## config.mk

```make
export PLATFORM = sky130hd
export DESIGN_NAME = sorted_max_priority_queue
export DESIGN_NICKNAME = d
export VERILOG_FILES = /design/src/hdl/smpq_pkg.sv /design/src/hdl/sorted_max_priority_queue.sv /design/src/hdl/smpq_cell.sv
export SDC_FILE = /design/constraint.sdc
export NUM_CORES = 2
export LEC_CHECK = 0
export BUFFER_PORTS_ARGS = -buffer_cell sky130_fd_sc_hd__buf_2
export CAP_MARGIN = 20
export CORE_MARGIN = 4
export CORE_UTILIZATION = 60
export CTS_CLUSTER_SIZE = 14
export DETAILED_ROUTE_END_ITERATION = 12
export GPL_TIMING_DRIVEN = 0
export PLACE_DENSITY_LB_ADDON = 0.1
export SYNTH_ARGS = -nofsm -noshare
export SYNTH_HDL_FRONTEND = slang
export SYNTH_SLANG_ARGS = --single-unit
```

## constraint.sdc

```tcl
create_clock -name clk -period 10.95 [get_ports clk]
set_input_delay 0.5475 -clock clk [delete_from_list [all_inputs] [get_ports clk]]
set_output_delay 0.5475 -clock clk [all_outputs]
set_load 0.03 [all_outputs]
```

## src/hdl/smpq_pkg.sv

```systemverilog
// ----------------------------------------------------------------------------
// smpq_pkg
// Types and constants of the sorted max-priority queue.
// ----------------------------------------------------------------------------
package smpq_pkg;

    localparam int CAP_W = 5;
    localparam logic [CAP_W-1:0] CAP_RESET = 5'd16;

    localparam logic CMD_ENQ = 1'b0;
    localparam logic CMD_DEQ = 1'b1;

    typedef enum logic [1:0] {
        ST_DONE  = 2'd0,
        ST_FULL  = 2'd1,
        ST_EMPTY = 2'd2
    } smpq_status_t;

    // shift commands broadcast along the cell chain
    typedef struct packed {
        logic enq;
        logic deq;
    } smpq_op_t;

endpackage

```

## src/hdl/sorted_max_priority_queue.sv

```systemverilog
// ----------------------------------------------------------------------------
// sorted_max_priority_queue
// Bounded max-priority queue kept as a sorted chain of cells, largest at the
// head, equal values leaving in arrival order.
// ----------------------------------------------------------------------------
//  channel   direction  handshake            payload
//  in        input      in_valid/in_ready    command, value
//  out       output     out_valid/out_ready  status, removed_value, head_value,
//                                            count
//  cfg       input      cfg_wr_en            cfg_wr_data (capacity)
//
//  One transfer per cycle while out is not stalled: every cell compares and
//  shifts in parallel, so an enqueue or dequeue completes in the cycle it is
//  accepted; its result is registered in the output register.
//  in_ready is high whenever the output register is empty or being drained, so
//  a stall on out holds in only while a result is waiting.
//  Reset empties the queue and sets capacity to 16; the cell values are not
//  cleared, slots beyond the count are never shown.
// ----------------------------------------------------------------------------
module sorted_max_priority_queue
    import smpq_pkg::*;
#(
    parameter int DEPTH       = 16,
    parameter int VALUE_WIDTH = 32,
    localparam int CNT_W      = $clog2(DEPTH + 1)
)
(
    input  logic                          clk,
    input  logic                          rst_n,

    input  logic                          in_valid,
    output logic                          in_ready,
    input  logic                          command,
    input  logic signed [VALUE_WIDTH-1:0] value,

    output logic                          out_valid,
    input  logic                          out_ready,
    output logic [1:0]                    status,
    output logic signed [VALUE_WIDTH-1:0] removed_value,
    output logic signed [VALUE_WIDTH-1:0] head_value,
    output logic [CNT_W-1:0]              count,

    input  logic                          cfg_wr_en,
    input  logic [CAP_W-1:0]              cfg_wr_data
);

    // width wide enough for both the count and the capacity register
    localparam int CMP_W = (CNT_W > CAP_W) ? CNT_W : CAP_W;

    logic [CAP_W-1:0]              cap_reg;
    logic [CNT_W-1:0]              count_reg;
    logic [CNT_W-1:0]              count_next;

    logic                          out_valid_reg;
    smpq_status_t                  status_reg;
    smpq_status_t                  status_next;
    logic signed [VALUE_WIDTH-1:0] removed_reg;
    logic signed [VALUE_WIDTH-1:0] removed_next;
    logic signed [VALUE_WIDTH-1:0] head_reg;
    logic signed [VALUE_WIDTH-1:0] head_next;
    logic [CNT_W-1:0]              count_out_reg;

    logic                          xfer;
    logic                          full;
    logic                          empty;
    smpq_op_t                      op;

    logic                          gt   [DEPTH];
    logic signed [VALUE_WIDTH-1:0] cval [DEPTH];

    assign in_ready      = !out_valid_reg || out_ready;
    assign xfer          = in_valid && in_ready;
    assign out_valid     = out_valid_reg;
    assign status        = status_reg;
    assign removed_value = removed_reg;
    assign head_value    = head_reg;
    assign count         = count_out_reg;

    // limit is the smaller of capacity and the built depth
    assign full  = (CMP_W'(count_reg) >= CMP_W'(cap_reg))
                || (CMP_W'(count_reg) >= CMP_W'(DEPTH));
    assign empty = (count_reg == '0);

    assign op.enq = xfer && (command == CMD_ENQ) && !full;
    assign op.deq = xfer && (command == CMD_DEQ) && !empty;

    // ---- cell chain: slot 0 is the head ----
    for (genvar i = 0; i < DEPTH; i++)
    begin : g_cell
        logic signed [VALUE_WIDTH-1:0] left_val;
        logic                          left_gt;
        logic signed [VALUE_WIDTH-1:0] right_val;

        if (i == 0)
        begin : g_head
            assign left_val = value;
            assign left_gt  = 1'b0;
        end
        else
        begin : g_body
            assign left_val = cval[i-1];
            assign left_gt  = gt[i-1];
        end

        if (i == DEPTH - 1)
        begin : g_tail
            assign right_val = cval[i];
        end
        else
        begin : g_mid
            assign right_val = cval[i+1];
        end

        smpq_cell #(
            .W (VALUE_WIDTH)
        ) u_cell (
            .clk       (clk),
            .op        (op),
            .valid     (CNT_W'(i) < count_reg),
            .v         (value),
            .left_val  (left_val),
            .left_gt   (left_gt),
            .right_val (right_val),
            .gt        (gt[i]),
            .val       (cval[i])
        );
    end

    // ---- result of the step ----
    always_comb
    begin
        status_next  = ST_DONE;
        removed_next = '0;
        count_next   = count_reg;
        head_next    = cval[0];
        if (command == CMD_ENQ)
        begin
            if (full)
            begin
                status_next = ST_FULL;
            end
            else
            begin
                count_next = count_reg + 1'b1;
                if (gt[0])
                begin
                    head_next = value;
                end
            end
        end
        else
        begin
            if (empty)
            begin
                status_next = ST_EMPTY;
            end
            else
            begin
                removed_next = cval[0];
                count_next   = count_reg - 1'b1;
                head_next    = cval[1];
            end
        end
        if (count_next == '0)
        begin
            head_next = '0;
        end
    end

    // ---- control state ----
    always_ff @(posedge clk or negedge rst_n)
    begin
        if (!rst_n)
        begin
            cap_reg       <= CAP_RESET;
            count_reg     <= '0;
            out_valid_reg <= 1'b0;
        end
        else
        begin
            if (cfg_wr_en)
            begin
                cap_reg <= cfg_wr_data;
            end
            if (xfer)
            begin
                count_reg     <= count_next;
                out_valid_reg <= 1'b1;
            end
            else if (out_ready)
            begin
                out_valid_reg <= 1'b0;
            end
        end
    end

    // ---- output payload ----
    always_ff @(posedge clk)
    begin
        if (xfer)
        begin
            status_reg    <= status_next;
            removed_reg   <= removed_next;
            head_reg      <= head_next;
            count_out_reg <= count_next;
        end
    end

endmodule

```

## src/hdl/smpq_cell.sv

```systemverilog
// ----------------------------------------------------------------------------
// smpq_cell
// One slot of the sorted chain: holds a value, compares it with the incoming
// value and takes its own, the new or a neighbour's value each cycle.
// ----------------------------------------------------------------------------
module smpq_cell
    import smpq_pkg::*;
#(
    parameter int W = 32
)
(
    input  logic                clk,
    input  smpq_op_t            op,
    input  logic                valid,
    input  logic signed [W-1:0] v,
    input  logic signed [W-1:0] left_val,
    input  logic                left_gt,
    input  logic signed [W-1:0] right_val,
    output logic                gt,
    output logic signed [W-1:0] val
);

    logic signed [W-1:0] val_reg;
    logic signed [W-1:0] val_next;

    // empty slots count as smaller than anything; ties keep arrival order
    assign gt  = !valid || (v > val_reg);
    assign val = val_reg;

    always_comb
    begin
        val_next = val_reg;
        if (op.enq && gt)
        begin
            val_next = left_gt ? left_val : v;
        end
        else if (op.deq)
        begin
            val_next = right_val;
        end
    end

    always_ff @(posedge clk)
    begin
        val_reg <= val_next;
    end

endmodule

```

==> reports/results.txt <==
Global Route Usage Sum - 31.6%
First-pass GRT wire length - 181 mm
Clk_lat worst skew - 0.64 ns
Leakage - 21.8 nW
Largest net degree at the start of global routing - 46
GRT Residual Overflow - 0
Setup WS post-layout - 5.73 ns
DR vias/cell - 5.99
Crit path largest cell delay - 0.66 ns
Worst Path Arrival - 5.59 ns
Total number of vias - 32,500
Clock-pin slew on the worst setup and hold paths - 0.06 ns
CTS tree - yes
Startpoint Class - flop
Vias in the first global route - 31,900
Critical path's top delay family - buffers and inverters
Max FFs per register - 512
Synth Area in Adders - 14.5%
Max-cap violations - 0
Area of the die - 74,600 sq um
Post-synthesis sequential area ratio - 42.2%
Critical Path RT - 11.33 ns
Worst Path Buf+Inv - 5
Slew Viols, Final - 0
Mux cell area share after synthesis - 13.9%
VDD IR max - 0.187 mV
Unrepaired setup endpoints after global routing - no
Die Ht - 273 um
Mean Syn Cell Area - 9.98 sq um
Largest family of logic cells by synthesized area - adder cells
Row Count - 96
# setup viols final - 0
Initial antenna violation count - 6
Commonest non-fill, non-tap cell in the layout - edfxtp_1
Rel. slew slack - 24.4%
Async S/R FF share, synth - 1.85%
Fin. Hold Viols - 0
Leading cell types in the layout, fill and taps excluded - 583 x edfxtp_1, 538 x mux2i_1, 526 x inv_1
Area added between synthesis and finish - 9.83%
Worst setup EP type - flop
H-tree Lvls - 3
Status - completed
Core box area - 69,200 sq um
Placer Congestion - 0.953
DR DRC count - 0
Mapped Area - 42,200 sq um
Syn_nets - 4,759
WL final - 119 mm
Worst Skew - 0.0305 ns
Netlist cell types - 70
Post-synthesis simple-gate area fraction - 9.26%
Most frequent CP cell - nand2_1
Die Wd - 273 um
Worst min path class - input port to flop
Avg WL per Cell - 22.1 um
Maximum fanout along the worst path - 21
Power per cell area - 217 nW/um^2
Yosys warns - 0
Synthesized instance count - 4,228
Critical path class - flop to flop
Nets - 4,956
Max frequency - 0.192 GHz
DR iter-0 viols - 2,691
Share of layout cells above drive strength 1 - 8.15%
Compound-Gate Fraction of Synth Area - 12.8%
Number of synthesized flops with an enable pin - 583
HPWL after DPL - 98.2 mm
Final ANT Viol Nets - 0
Worst-margin pin slew - 1.12 ns
Top_reg_cell synth - edfxtp_1
Clk sinks - 594
Seq cells post-synth - 594
XOR/XNOR Fraction of Synth Area - 0.125%
Clock root buffer - clkbuf_16
I/O Buffers - 113
Minimum clock period after layout - 5.22 ns
Post-Place Worst Slack - 5.72 ns
CTS-repair resized insts - 0
Clock Tree Buf Depth - 3
Setup TNS - 0 ns
Io pins - 116
Initial core utilization - 61.0%
DR pass1 iterations - 8
Part of the cycle the worst path needs - 47.6%
TritonCTS Buffers - 72
Crit path cell chain - inv_1 > ha_1 > nand2b_1 > a21o_1 > a21oi_1 > o21ai_1 > nor2_1 > nand2_1 > inv_1 > buf_2 > nand2_1 > buf_2 > nand2_1 > buf_16
Worst path slowest cell - nand2_1
[layout make-up]
type	instances	area [sq um]
timing repair buffer	123	808
tap	931	1160
inverter	528	1980
buffer	246	1090
fill	5765	22900
sequential	594	17800
antenna	6	15.0
clock buffer	89	1900
multi-input combinational	2860	21400
clock inverter	38	218
[cells by family (layout without fill, tap and decap cells)]
family                   after synthesis  after routing
AO/OA/AOI/OAI                        922            922
XOR/XNOR                               6              6
adder cells (fa/ha/maj)              488            488
flip-flops                           594            594
multiplexers                         581            581
AND/OR/NAND/NOR                      863            863
buffers and inverters                774           1024
other                                  0              6
[synth_stat cells (64+ instances only)]
library cell | n | share of area, %
a21o_1 | 94 | 1.7
nand2_1 | 234 | 2.1
inv_1 | 527 | 4.7
nand4_1 | 100 | 1.5
clkbuf_1 | 149 | 1.3
o21ai_0 | 178 | 2.1
a21oi_1 | 478 | 5.7
ha_1 | 488 | 14
edfxtp_1 | 583 | 42
buf_2 | 64 | 0.76
mux2i_1 | 538 | 13
nor2_1 | 344 | 3.1
[path summary, 6_finish.rpt]
path	endpoint	slack (ns)	cells past startpoint	from
max	g_cell[2].u_cell.val[4]	5.73	14	count_reg[0]
min	out_valid	0.14	2	in_valid
max reg2reg	g_cell[2].u_cell.val[4]	5.73	14	count_reg[0]
min reg2reg	cap_reg[0]	0.54	1	cap_reg[0]
max in group asynchronous	cap_reg[4]	10.35	2	rst_n
min in group asynchronous	out_valid	0.32	2	rst_n
[routing by layer]
metal	track usage (%)	part of all wire, %
met1	41.3	41
met2	52.7	46
met3	4.05	7.2
met4	14.4	5.0
met5	0	0
[through the flow]
| stage | utilization [%] | cell area [sq um] | power, W | hold slack, ns | cells |
|---|---|---|---|---|---|
| after floorplan | - | 42200 | 0.00656 | 0.252 | 4228 |
| after global placement | 63.5 | 43900 | 0.00763 | 0.431 | 5272 |
| after detailed placement | 63.9 | 44200 | 0.00779 | 0.434 | 5281 |
| after CTS | 66.9 | 46300 | 0.0100 | 0.121 | 5409 |
| after global routing | 66.9 | 46300 | 0.0106 | 0.143 | 5413 |
| final | 67.0 | 46300 | 0.0100 | 0.140 | 5415 |
[where the power goes]
part / total [W] / internal (W) / leakage [nW] / switching [W]
clock network: 0.00221 / 0.00123 / 1.03 / 0.000986
logic: 0.00419 / 0.00156 / 15.2 / 0.00263
registers: 0.00362 / 0.00331 / 5.60 / 0.000313
[timing repair]
item / 4_1_cts / 5_1_grt
setup buffers: 0 / 0
hold endpoints to repair: 10 / 0
hold buffers: 1 / 0
No activity file was read; power rests on OpenSTA's default activity.
